File: config.mk
export PLATFORM = sky130hd
export DESIGN_NAME = radial_vignette_pixel
export DESIGN_NICKNAME = d
export VERILOG_FILES = /design/src/hdl/rvp_pkg.sv /design/src/hdl/rvp_isqrt.sv /design/src/hdl/rvp_div.sv /design/src/hdl/radial_vignette_pixel.sv
export SDC_FILE = /design/constraint.sdc
export NUM_CORES = 2
export LEC_CHECK = 0
export BUFFER_PORTS_ARGS = -buffer_cell sky130_fd_sc_hd__buf_2
export CORE_ASPECT_RATIO = 0.6
export CORE_MARGIN = 2
export CORE_UTILIZATION = 35
export DETAILED_ROUTE_END_ITERATION = 8
export SLEW_MARGIN = 10
export SYNTH_ARGS = -nofsm -noshare
export SYNTH_HDL_FRONTEND = slang
export SYNTH_SLANG_ARGS = --single-unit
File: constraint.sdc
create_clock -name clk -period 6.3 [get_ports clk]
set_input_delay 0 -clock clk [delete_from_list [all_inputs] [get_ports clk]]
set_output_delay 0 -clock clk [all_outputs]
set_load 0.005 [all_outputs]
File: src/hdl/rvp_pkg.sv
`timescale 1ns / 1ps
// ----------------------------------------------------------------------------
// rvp_pkg
// Shared widths, constants and types for the radial vignette pixel pipeline.
// ----------------------------------------------------------------------------
package rvp_pkg;

  localparam int unsigned MAX_SIDE = 4096;

  localparam int unsigned COORD_W = 12;
  localparam int unsigned CFG_W   = 13;
  localparam int unsigned CH_W    = 8;
  localparam int unsigned HALF_W  = CFG_W - 1;

  localparam int unsigned CFG_IDX_W = 1;
  localparam logic [CFG_IDX_W-1:0] REG_IMAGE_WIDTH  = 1'b0;
  localparam logic [CFG_IDX_W-1:0] REG_IMAGE_HEIGHT = 1'b1;

  localparam logic [CFG_W-1:0] WIDTH_RST  = 13'd640;
  localparam logic [CFG_W-1:0] HEIGHT_RST = 13'd480;
  localparam int unsigned      CFG_MAX    = (1 << CFG_W) - 1;
  localparam logic [CFG_W-1:0] SIDE_CAP   = CFG_W'((MAX_SIDE > CFG_MAX) ? CFG_MAX : MAX_SIDE);

  // distance: sum of squares and its integer root
  localparam int unsigned DIFF_W = HALF_W > COORD_W ? HALF_W : COORD_W;
  localparam int unsigned SQ_W   = 2 * DIFF_W + 1;
  localparam int unsigned ROOT_W = (SQ_W + 1) / 2;
  localparam int unsigned RAD_W  = 2 * ROOT_W;
  localparam int unsigned REM_W  = ROOT_W + 3;
  localparam int unsigned SQRT_STAGES = ROOT_W;

  // falloff in percent
  localparam int unsigned PCT     = 100;
  localparam int unsigned PCT_W   = 7;
  localparam int unsigned NUM_W   = ROOT_W + PCT_W;
  localparam int unsigned Q_W     = 7;
  localparam int unsigned DIV_STAGES = Q_W + 1;

  // scaling by keep/100: divide by 100 via reciprocal
  localparam int unsigned PROD_W   = CH_W + PCT_W;
  localparam int unsigned RECIP    = 5243;
  localparam int unsigned RECIP_W  = 13;
  localparam int unsigned RECIP_SH = 19;
  localparam int unsigned SCL_W    = PROD_W + RECIP_W;

  localparam int unsigned LAT   = 3 + SQRT_STAGES + 1 + DIV_STAGES + 3;
  localparam int unsigned COL_D = LAT - 3;

  typedef struct packed {
    logic [CH_W-1:0] red;
    logic [CH_W-1:0] green;
    logic [CH_W-1:0] blue;
  } rgb_t;

endpackage

File: src/hdl/rvp_isqrt.sv
`timescale 1ns / 1ps
// ----------------------------------------------------------------------------
// rvp_isqrt
// Pipelined integer square root, one result bit per register stage.
// ----------------------------------------------------------------------------
module rvp_isqrt (
  input  logic                        clk,
  input  logic [rvp_pkg::SQ_W-1:0]    radicand,
  output logic [rvp_pkg::ROOT_W-1:0]  root
);
  import rvp_pkg::*;

  logic [REM_W-1:0]  rem_r  [SQRT_STAGES];
  logic [ROOT_W-1:0] root_r [SQRT_STAGES];
  logic [RAD_W-1:0]  rad_r  [SQRT_STAGES];

  for (genvar g = 0; g < SQRT_STAGES; g++) begin : g_stage
    logic [REM_W-1:0]  rem_in;
    logic [REM_W-1:0]  rem_sh;
    logic [REM_W-1:0]  trial;
    logic [REM_W-1:0]  rem_nxt;
    logic [ROOT_W-1:0] root_in;
    logic [ROOT_W-1:0] root_nxt;
    logic [RAD_W-1:0]  rad_in;
    logic              ge;

    if (g == 0) begin : g_first
      assign rem_in  = '0;
      assign root_in = '0;
      assign rad_in  = RAD_W'(radicand);
    end else begin : g_next
      assign rem_in  = rem_r[g-1];
      assign root_in = root_r[g-1];
      assign rad_in  = rad_r[g-1];
    end

    always_comb begin
      rem_sh   = {rem_in[REM_W-3:0], rad_in[RAD_W-1 -: 2]};
      trial    = (REM_W'(root_in) << 2) | REM_W'(1);
      ge       = (rem_sh >= trial);
      rem_nxt  = ge ? (rem_sh - trial) : rem_sh;
      root_nxt = {root_in[ROOT_W-2:0], ge};
    end

    always_ff @(posedge clk) begin
      rem_r[g]  <= rem_nxt;
      root_r[g] <= root_nxt;
      rad_r[g]  <= rad_in << 2;
    end
  end

  assign root = root_r[SQRT_STAGES-1];

endmodule

File: src/hdl/rvp_div.sv
`timescale 1ns / 1ps
// ----------------------------------------------------------------------------
// rvp_div
// Pipelined falloff divider: keep = 100 - min(100, num / den), one
// quotient bit per stage after an overflow check against 100 * den.
// ----------------------------------------------------------------------------
module rvp_div (
  input  logic                       clk,
  input  logic [rvp_pkg::NUM_W-1:0]  num,
  input  logic [rvp_pkg::NUM_W-1:0]  lim,
  input  logic [rvp_pkg::HALF_W-1:0] den,
  output logic [rvp_pkg::PCT_W-1:0]  keep
);
  import rvp_pkg::*;

  logic [NUM_W-1:0]  rem_r [DIV_STAGES];
  logic [HALF_W-1:0] den_r [DIV_STAGES];
  logic [Q_W-1:0]    q_r   [DIV_STAGES];
  logic              cap_r [DIV_STAGES];

  // zero radius gives lim of zero and so saturates
  always_ff @(posedge clk) begin
    rem_r[0] <= num;
    den_r[0] <= den;
    q_r[0]   <= '0;
    cap_r[0] <= (num >= lim);
  end

  for (genvar g = 1; g < DIV_STAGES; g++) begin : g_stage
    logic [NUM_W-1:0] sub;
    logic             ge;

    always_comb begin
      sub = NUM_W'(den_r[g-1]) << (Q_W - g);
      ge  = !cap_r[g-1] && (rem_r[g-1] >= sub);
    end

    always_ff @(posedge clk) begin
      rem_r[g] <= ge ? (rem_r[g-1] - sub) : rem_r[g-1];
      den_r[g] <= den_r[g-1];
      q_r[g]   <= {q_r[g-1][Q_W-2:0], ge};
      cap_r[g] <= cap_r[g-1];
    end
  end

  assign keep = cap_r[DIV_STAGES-1] ? '0
                                    : PCT_W'(PCT) - PCT_W'(q_r[DIV_STAGES-1]);

endmodule

File: src/hdl/radial_vignette_pixel.sv
`timescale 1ns / 1ps
// ----------------------------------------------------------------------------
// radial_vignette_pixel
// Darkens each pixel linearly with its distance from the image centre.
// ----------------------------------------------------------------------------
// Fully pipelined: one pixel may be started on every clock and busy is never
// raised. Each result appears on the out_ ports together with out_strobe; the
// receiver cannot stall, so the stream comes out in order at the input rate.
// The pipeline runs through the 13-stage square root (one root bit per stage)
// and the 8-stage falloff divider. Write the image size only while no pixel
// is in flight: a pixel takes the centre at its start and the radius later,
// once its distance has passed the square root.
module radial_vignette_pixel (
  input  logic                          clk,
  input  logic                          rst_n,

  input  logic                          cfg_we,
  input  logic [rvp_pkg::CFG_IDX_W-1:0] cfg_index,
  input  logic [rvp_pkg::CFG_W-1:0]     cfg_wdata,

  input  logic                          start,
  output logic                          busy,
  input  logic [rvp_pkg::COORD_W-1:0]   in_pixel_x,
  input  logic [rvp_pkg::COORD_W-1:0]   in_pixel_y,
  input  logic [rvp_pkg::CH_W-1:0]      in_red_in,
  input  logic [rvp_pkg::CH_W-1:0]      in_green_in,
  input  logic [rvp_pkg::CH_W-1:0]      in_blue_in,

  output logic                          out_strobe,
  output logic [rvp_pkg::CH_W-1:0]      out_red_out,
  output logic [rvp_pkg::CH_W-1:0]      out_green_out,
  output logic [rvp_pkg::CH_W-1:0]      out_blue_out
);
  import rvp_pkg::*;

  logic [CFG_W-1:0]  width_r;
  logic [CFG_W-1:0]  height_r;
  logic [CFG_W-1:0]  width_sat;
  logic [CFG_W-1:0]  height_sat;
  logic [HALF_W-1:0] half_w;
  logic [HALF_W-1:0] half_h;

  logic              vld_r [LAT];
  rgb_t              col_r [COL_D];

  logic [DIFF_W-1:0] dx_r;
  logic [DIFF_W-1:0] dy_r;
  logic [DIFF_W-1:0] dx_nxt;
  logic [DIFF_W-1:0] dy_nxt;
  logic [SQ_W-1:0]   sqx_r;
  logic [SQ_W-1:0]   sqy_r;
  logic [SQ_W-1:0]   sum_r;
  logic [ROOT_W-1:0] dist_root;
  logic [NUM_W-1:0]  num_r;
  logic [NUM_W-1:0]  lim_r;
  logic [HALF_W-1:0] den_r;
  logic [PCT_W-1:0]  keep;
  logic [PROD_W-1:0] prod_r [3];
  logic [SCL_W-1:0]  scl_r  [3];
  logic [CH_W-1:0]   chan   [3];
  rgb_t              col_in;

  assign busy = 1'b0;

  always_ff @(posedge clk) begin
    if (!rst_n) begin
      width_r  <= WIDTH_RST;
      height_r <= HEIGHT_RST;
    end else if (cfg_we) begin
      case (cfg_index)
        REG_IMAGE_WIDTH:  width_r  <= cfg_wdata;
        REG_IMAGE_HEIGHT: height_r <= cfg_wdata;
        default: ;
      endcase
    end
  end

  always_comb begin
    width_sat  = (width_r  > SIDE_CAP) ? SIDE_CAP : width_r;
    height_sat = (height_r > SIDE_CAP) ? SIDE_CAP : height_r;
    half_w     = width_sat[CFG_W-1:1];
    half_h     = height_sat[CFG_W-1:1];
  end

  // valid and colour travel alongside the arithmetic
  always_ff @(posedge clk) begin
    if (!rst_n) begin
      for (int i = 0; i < LAT; i++) vld_r[i] <= 1'b0;
    end else begin
      vld_r[0] <= start & !busy;
      for (int i = 1; i < LAT; i++) vld_r[i] <= vld_r[i-1];
    end
  end

  assign col_in = '{red: in_red_in, green: in_green_in, blue: in_blue_in};

  always_ff @(posedge clk) begin
    col_r[0] <= col_in;
    for (int i = 1; i < COL_D; i++) col_r[i] <= col_r[i-1];
  end

  always_comb begin
    dx_nxt = (DIFF_W'(in_pixel_x) >= DIFF_W'(half_w)) ? DIFF_W'(in_pixel_x) - DIFF_W'(half_w)
                                                      : DIFF_W'(half_w) - DIFF_W'(in_pixel_x);
    dy_nxt = (DIFF_W'(in_pixel_y) >= DIFF_W'(half_h)) ? DIFF_W'(in_pixel_y) - DIFF_W'(half_h)
                                                      : DIFF_W'(half_h) - DIFF_W'(in_pixel_y);
  end

  always_ff @(posedge clk) begin
    dx_r  <= dx_nxt;
    dy_r  <= dy_nxt;
    sqx_r <= SQ_W'(dx_r) * SQ_W'(dx_r);
    sqy_r <= SQ_W'(dy_r) * SQ_W'(dy_r);
    sum_r <= sqx_r + sqy_r;
  end

  rvp_isqrt u_isqrt (
    .clk      (clk),
    .radicand (sum_r),
    .root     (dist_root)
  );

  always_ff @(posedge clk) begin
    num_r <= NUM_W'(dist_root) * NUM_W'(PCT);
    lim_r <= NUM_W'(half_w) * NUM_W'(PCT);
    den_r <= half_w;
  end

  rvp_div u_div (
    .clk  (clk),
    .num  (num_r),
    .lim  (lim_r),
    .den  (den_r),
    .keep (keep)
  );

  assign chan[0] = col_r[COL_D-1].red;
  assign chan[1] = col_r[COL_D-1].green;
  assign chan[2] = col_r[COL_D-1].blue;

  // c * keep / 100, the divide done as a multiply by 2^19/100
  always_ff @(posedge clk) begin
    for (int c = 0; c < 3; c++) begin
      prod_r[c] <= PROD_W'(chan[c]) * PROD_W'(keep);
      scl_r[c]  <= SCL_W'(prod_r[c]) * SCL_W'(RECIP);
    end
  end

  always_ff @(posedge clk) begin
    out_red_out   <= scl_r[0][RECIP_SH +: CH_W];
    out_green_out <= scl_r[1][RECIP_SH +: CH_W];
    out_blue_out  <= scl_r[2][RECIP_SH +: CH_W];
  end

  assign out_strobe = vld_r[LAT-1];

endmodule

**After elaboration in Yosys (flattened, before gate mapping)**

Memories as Yosys holds them, arrays and structs flattened. A register that Yosys moved wholly into a read port is not among the register bits.
Index checks and enable logic that the tools add are counted.
W data, S select, Z words.

- Add/subtract/negate cells: 26
- Multiply operators: 10
- $lt $le $gt $ge: 25
- Muxes and demuxes: 55
- Bitwise logic cells: 29
- Reductions and logical operators: 16

Operator list:

| operator | number |
|---|---|
| $mux W16 | 13 |
| $ge A16 B15 Y1 | 12 |
| $sub A16 B15 Y16 | 12 |
| $mux W20 | 7 |
| $mul A15 B13 Y28 const B | 3 |
| $mul A12 B12 Y24 | 2 |
| $sub A12 B12 Y12 | 4 |
| $mul A8 B7 Y15 | 3 |
| $mux W1 | 30 |
| $or A1 B1 Y1 | 28 |
| $gt A13 B13 Y1 const B | 2 |
| $mux W13 | 2 |
| $add A24 B24 Y25 | 1 |
| $ge A12 B12 Y1 | 2 |
| $mux W12 | 2 |
| $ge A20 B12 Y1 | 1 |
| $ge A20 B13 Y1 | 1 |
| $ge A20 B14 Y1 | 1 |
| $ge A20 B15 Y1 | 1 |
| $ge A20 B16 Y1 | 1 |
| $ge A20 B17 Y1 | 1 |
| $ge A20 B18 Y1 | 1 |
| $ge A20 B19 Y1 | 1 |
| $sub A20 B12 Y20 | 1 |
| 16 further kinds | 29 |

- Flip-flop bits (word level): 170
- Memory bits (writable): 1766
- Input port bits: 66
- Logic and storage cells: 182
- Memories: 11

Memory list:

| memory | words | bits a word | rd ports | clocked after memory_dff | write ports | line | text |
|---|---|---|---|---|---|---|---|
| col_r | 25 | 24 | 25 | 0 | 25 | radial_vignette_pixel.sv:44 | `rgb_t col_r [COL_D];` |
| u_isqrt.rad_r | 13 | 24 | 12 | 0 | 13 | rvp_isqrt.sv:15 | `logic [RAD_W-1:0] rad_r [SQRT_STAGES];` |
| u_isqrt.rem_r | 13 | 16 | 12 | 0 | 13 | rvp_isqrt.sv:13 | `logic [REM_W-1:0] rem_r [SQRT_STAGES];` |
| u_isqrt.root_r | 13 | 13 | 13 | 0 | 13 | rvp_isqrt.sv:14 | `logic [ROOT_W-1:0] root_r [SQRT_STAGES];` |
| u_div.rem_r | 8 | 20 | 7 | 0 | 8 | rvp_div.sv:16 | `logic [NUM_W-1:0] rem_r [DIV_STAGES];` |
| u_div.den_r | 8 | 12 | 7 | 0 | 8 | rvp_div.sv:17 | `logic [HALF_W-1:0] den_r [DIV_STAGES];` |
| 5 more memories | n/a | n/a | n/a | n/a | n/a | n/a |  |

**Longest topological paths before layout**

- Depth in word-level cells: 4
- Gate-level depth with buffers: 24
- Gate-level depth less buffers: 23

**By module**

A second synthesis with hierarchy kept.

- Cells, all modules: 6894
- Area, all modules: 73088.8 um2

By module, submodules not included:

| module | times used | cells an instance | area each (um2) | seq. area each (um2) |
|---|---|---|---|---|
| radial_vignette_pixel | 1 | 4439 | 47697.0 | 17697.0 |
| rvp_isqrt | 1 | 1342 | 14320.0 | 7967.6 |
| rvp_div | 1 | 1113 | 11071.9 | 5205.0 |

**Worst setup path after synthesis**

OpenSTA, ideal clock, no wires.

- Path kind: reg-to-reg
- Start point: register dy_r[6]
- End point: register sqy_r[22]
- Library setup time: 0.073 ns
- Arrival time: 5.261 ns
- Path slack: 0.966 ns
- Cell stages (with the launch flop): 21
- Path buffers: 1
- Period minus slack after synthesis: 5.334 ns
- Path through: dfxtp_1 clkbuf_1 nand2_1 inv_1 fa_1 fa_1 inv_1 fa_1 inv_1 fa_1 inv_1 fa_1 inv_1 ha_1 or3_1 o211a_1 o211ai_2 o21ai_1 or4_4 a2111o_1 o211ai_2

- Cells in the longest elaborated chain, start to end: 1

RTL lines:

| what | line | text |
|---|---|---|
| start, declared | radial_vignette_pixel.sv:47 | `logic [DIFF_W-1:0] dy_r;` |
| start signal, assigned | radial_vignette_pixel.sv:111 | `dy_r <= dy_nxt;` |
| $mul A12 B12 Y24 | radial_vignette_pixel.sv:113 | `sqy_r <= SQ_W'(dy_r) * SQ_W'(dy_r);` |
| end signal, assigned | radial_vignette_pixel.sv:113 |  |
| end, declared | radial_vignette_pixel.sv:51 | `logic [SQ_W-1:0] sqy_r;` |

Every way passes these cells.
A chain may end at the register's enable or synchronous reset.

**Worst setup path after layout**

- Start point: register dy_r[8]
- End point: register sqy_r[22]

The elaborated chain is that of the path after synthesis.

==> impl_summary.md <==
Die
The die covers 208,000 um2. The initialized floorplan defines 128 standard-cell rows. In this run the horizontal extent of the chip is 588 um. The region available for standard cell placement spans 203,000 um2.

For this design the top-level I/O count stands at 92. The starting utilization of the core area is 0.352. The die extent in y is 354 um.

Drt
The count of antenna-violating nets left after detailed routing is 0. The via count is 43,700. The routed design has 131,000 um of wire. The number of vias per cell is 4.45. In the routed design, unresolved DRC markers number 0. In the final routed layout, each cell accounts on average for 13.4 um. The detailed router's first-iteration violation count is 2,008. The count of TritonRoute iterations in the first routing pass is 5.

Clock tree
TritonCTS built the clock tree. The clock reaches the later pin of the worst-skew pair after 0.80 ns. The root buffer cell chosen for the clock tree is clkbuf_16. Clock tree synthesis inserted a total of 151 buffers. Clock-pin slew was measured on the worst setup and hold paths at 0.06 ns. Once the clock tree was built, the resizer swapped 0 gates to a different size. The clock sink count is 1,529.

The H-tree generated during clock tree synthesis spans 4 levels. The maximum number of buffers from clock root to sink is 4.

Layout
Leaving out fill and tap cells, the most frequent cells in the layout are dfxtp_1, inv_1, ha_1. Once layout is complete, the cells apart from fillers number 9,817. The number of nets in the finished design is 8,373. Relative to the synthesized area, the layout overhead comes to 13.9%.

The cell area after layout is 81,500 um2. Of the cells placed in the final design, the portion with a size suffix greater than 1 is 0.0631. For this run, the share of the core covered by cells in the final layout is 0.401. Leaving out fill and tap cells, the most frequent cell in the layout is dfxtp_1. The count of filler cells inserted in the layout is 19,500.

Global routing
In the global route stage, overall resource usage came out at 0.128. The initial antenna violation count is 1. The sum of overflow across all layers after global routing is 0.

The first-pass GRT wire length is 223,000 um. The number of global-route vias before repair is 44,400. Entering global routing, the biggest net connects 53 pins.

Critical path
Among all stages on the critical path, the largest delay is contributed by dfxtp_1. The critical-path maximum fanout is 10. Walking the worst path, the cells encountered are inv_1 -> nor2_1 -> inv_1 -> fa_1 -> inv_1 -> ha_1 -> a21oi_1 -> fa_1 -> inv_1 -> fa_1 -> inv_1 -> fa_1 -> inv_1 -> ha_1 -> a21oi_1 -> nand2_1 -> o211ai_2 -> o21ai_1 -> or4_4 -> a2111o_1 -> o211ai_2.

The path type of the worst setup path is register to register. The cell count of the worst reg-to-reg path is 21. The buffer and inverter count on the worst path is 6. The worst register-to-register path ends at sqy_r[22]. Across all register-to-register paths, the minimum setup slack is 0.55 ns. The source of the worst register-to-register timing path is dy_r[8]. Among cell families on the critical path, the largest total delay comes from adder cells. Counting stages on the worst path, the most repeated cell is inv_1. The largest single stage delay on the critical path is 0.57 ns. Data on the critical path is required at its endpoint by 7.02 ns. Data arrives at the worst endpoint at 6.47 ns. The startpoint type of the worst setup path is a register. The worst setup path is captured at a register.

Place
The routability-driven placement congestion ratio is 0.851. Counting tap cells, the placed design contains a total of 9,421 instances. The HPWL after detailed placement is 101,000 um.

The count of input and output buffers is 89. The post-placement cell area is 75,100 um2.

Synth
The average size of a mapped cell is 10.7 um2. Yosys attributes the largest share of cell area to dfxtp_1, ha_1, fa_1, inv_1, xnor2_1. The most used flip-flop cell after synthesis is dfxtp_1.

For this run, the register share of the synthesized area comes to 0.428. After synthesis, the netlist uses 90 different library cells. Of all flip-flops after synthesis, the portion carrying an async set or reset was 0.

Synthesis produced 6,677 cells. The fraction of post-synthesis cell area in the top cell type by area is 0.428. The number of flops mapped to enable cells by yosys is 0.

The synthesized design contains 1,529 register bits. During synthesis, Yosys emitted a total of 0 warnings. In this run the cell area of the synthesized design comes to 71,500 um2. dfxtp_1 takes more of the synthesized area than any other cell.

Min path
The number of instances on the worst hold path is 4. The endpoint with the worst hold slack is height_r[2]. The worst min-delay path startpoint is cfg_wdata[2]. The path class of the lowest-slack min-delay path is input port to register.

Timing
The slew at the pin closest to its max-slew limit is 1.06 ns. The headroom to the max-slew limit is 0.292. Setup violations remaining at the end of the flow were counted as 0. Setup repair after global routing left no endpoint under its margin. For this run, the top clock speed supported by timing is 174 MHz.

After layout, the minimum clock period comes to 5.75 ns. The max-slew violation total from the final report is 0. The final clock period utilization by the worst path is 0.913.

The number of hold-slack violations in the final timing report is 0. Across the routed clock network, the largest skew measured is 0.0603 ns. After routing, the total negative slack on setup checks comes to 0 ns.

Outcome
The flow ran to the end, and the final reports show no timing, DRC or antenna violations.

Flow run
Max-cap violations in this run came to 0.
-- synth_stat cells (all sizes together), types with 21 or more instances --
| master | n |
|---|---|
| a21boi | 31 |
| a21o | 106 |
| a21oi | 263 |
| a31oi | 24 |
| and2 | 243 |
| clkbuf | 75 |
| dfxtp | 1529 |
| fa | 473 |
| ha | 859 |
| inv | 1139 |
| mux2 | 45 |
| mux2i | 21 |
| nand2 | 368 |
| nand2b | 55 |
| nand3 | 63 |
| nand4 | 36 |
| nor2 | 222 |
| nor2b | 69 |
| nor3 | 89 |
| nor4 | 29 |
| o21a | 56 |
| o21ai | 193 |
| o31ai | 27 |
| or3 | 23 |
| xnor2 | 225 |
| xor2 | 122 |
-- per-layer routing --
metal	track usage	vias up	wire length, um
met2	0.184	707	51800
li1	-	22200	-
met5	0	-	0
met4	0.0299	0	2430
met1	0.196	20600	70800
met3	0.0243	179	6290
-- sequential cells by signal, indices dropped and copies added, names as in the netlist, 18 cells and up --
name            flops
sqy_r              23
sum_r              25
vld_r              28
prod_r             45
num_r              18
u_isqrt.rem_r     151
u_isqrt.rad_r     156
sqx_r              23
col_r             600
u_div.den_r        84
u_div.rem_r       127
u_isqrt.root_r     91
u_div.q_r          28
scl_r              24
-- layout make-up --
cell class                      count  area (um2)  area share
Sequential cell                  1529       30600       0.376
Tap cell                         2730        3420      0.0419
Clock buffer                      198        4230      0.0519
Clock inverter                     66         816      0.0100
Antenna cell                        1        2.50   0.0000307
Inverter                         1139        4280      0.0525
Multi-Input combinational cell   3917       36300       0.445
Timing Repair Buffer              237        1880      0.0231
-- worst min-delay path: stages --
cell and delay [ns]:
dlygate4sd3_1 0.53, buf_2 0.14, nand2_1 0.07, a21boi_0 0.08
-- cells by family after synthesis --
kind of cell / count (synthesis) / synth area share
AND/OR/NAND/NOR: 1290 / 0.0914
other: 1 / 0.0000524
XOR/XNOR: 347 / 0.0425
multiplexers: 66 / 0.0100
flip-flops: 1529 / 0.428
buffers and inverters: 1232 / 0.0652
AO/OA/AOI/OAI: 880 / 0.0803
adder cells (fa/ha/maj): 1332 / 0.283
-- worst max-delay path by stage --
stage                 start         to  slack [ns]  cells past startpoint
finish              dy_r[8]  sqy_r[22]        0.55                     21
global route        dy_r[8]  sqy_r[22]        0.22                     21
CTS                 dy_r[4]  sqy_r[22]        0.56                     21
detailed placement  dy_r[8]  sqy_r[22]        0.58                     21
global placement    dy_r[8]  sqy_r[22]        0.56                     21
floorplan           dy_r[6]  sqy_r[22]        0.97                     20
-- what timing repair did --
item,4_1_cts,5_1_grt
hold endpoints to repair,100,0
setup buffers,0,0
hold buffers,131,0
-- through the flow --
stage	hold slack, ns	setup WS [ns]
2_1_floorplan	0.0277	0.966
3_3_place_gp	0.102	0.564
3_5_place_dp	0.104	0.577
4_1_cts	0.0163	0.560
5_1_grt	0.0623	0.225
6_report	0.0902	0.548
Power is not shown: default switching activity piles up to over one toggle a cycle in this logic, so the estimate is an artifact.
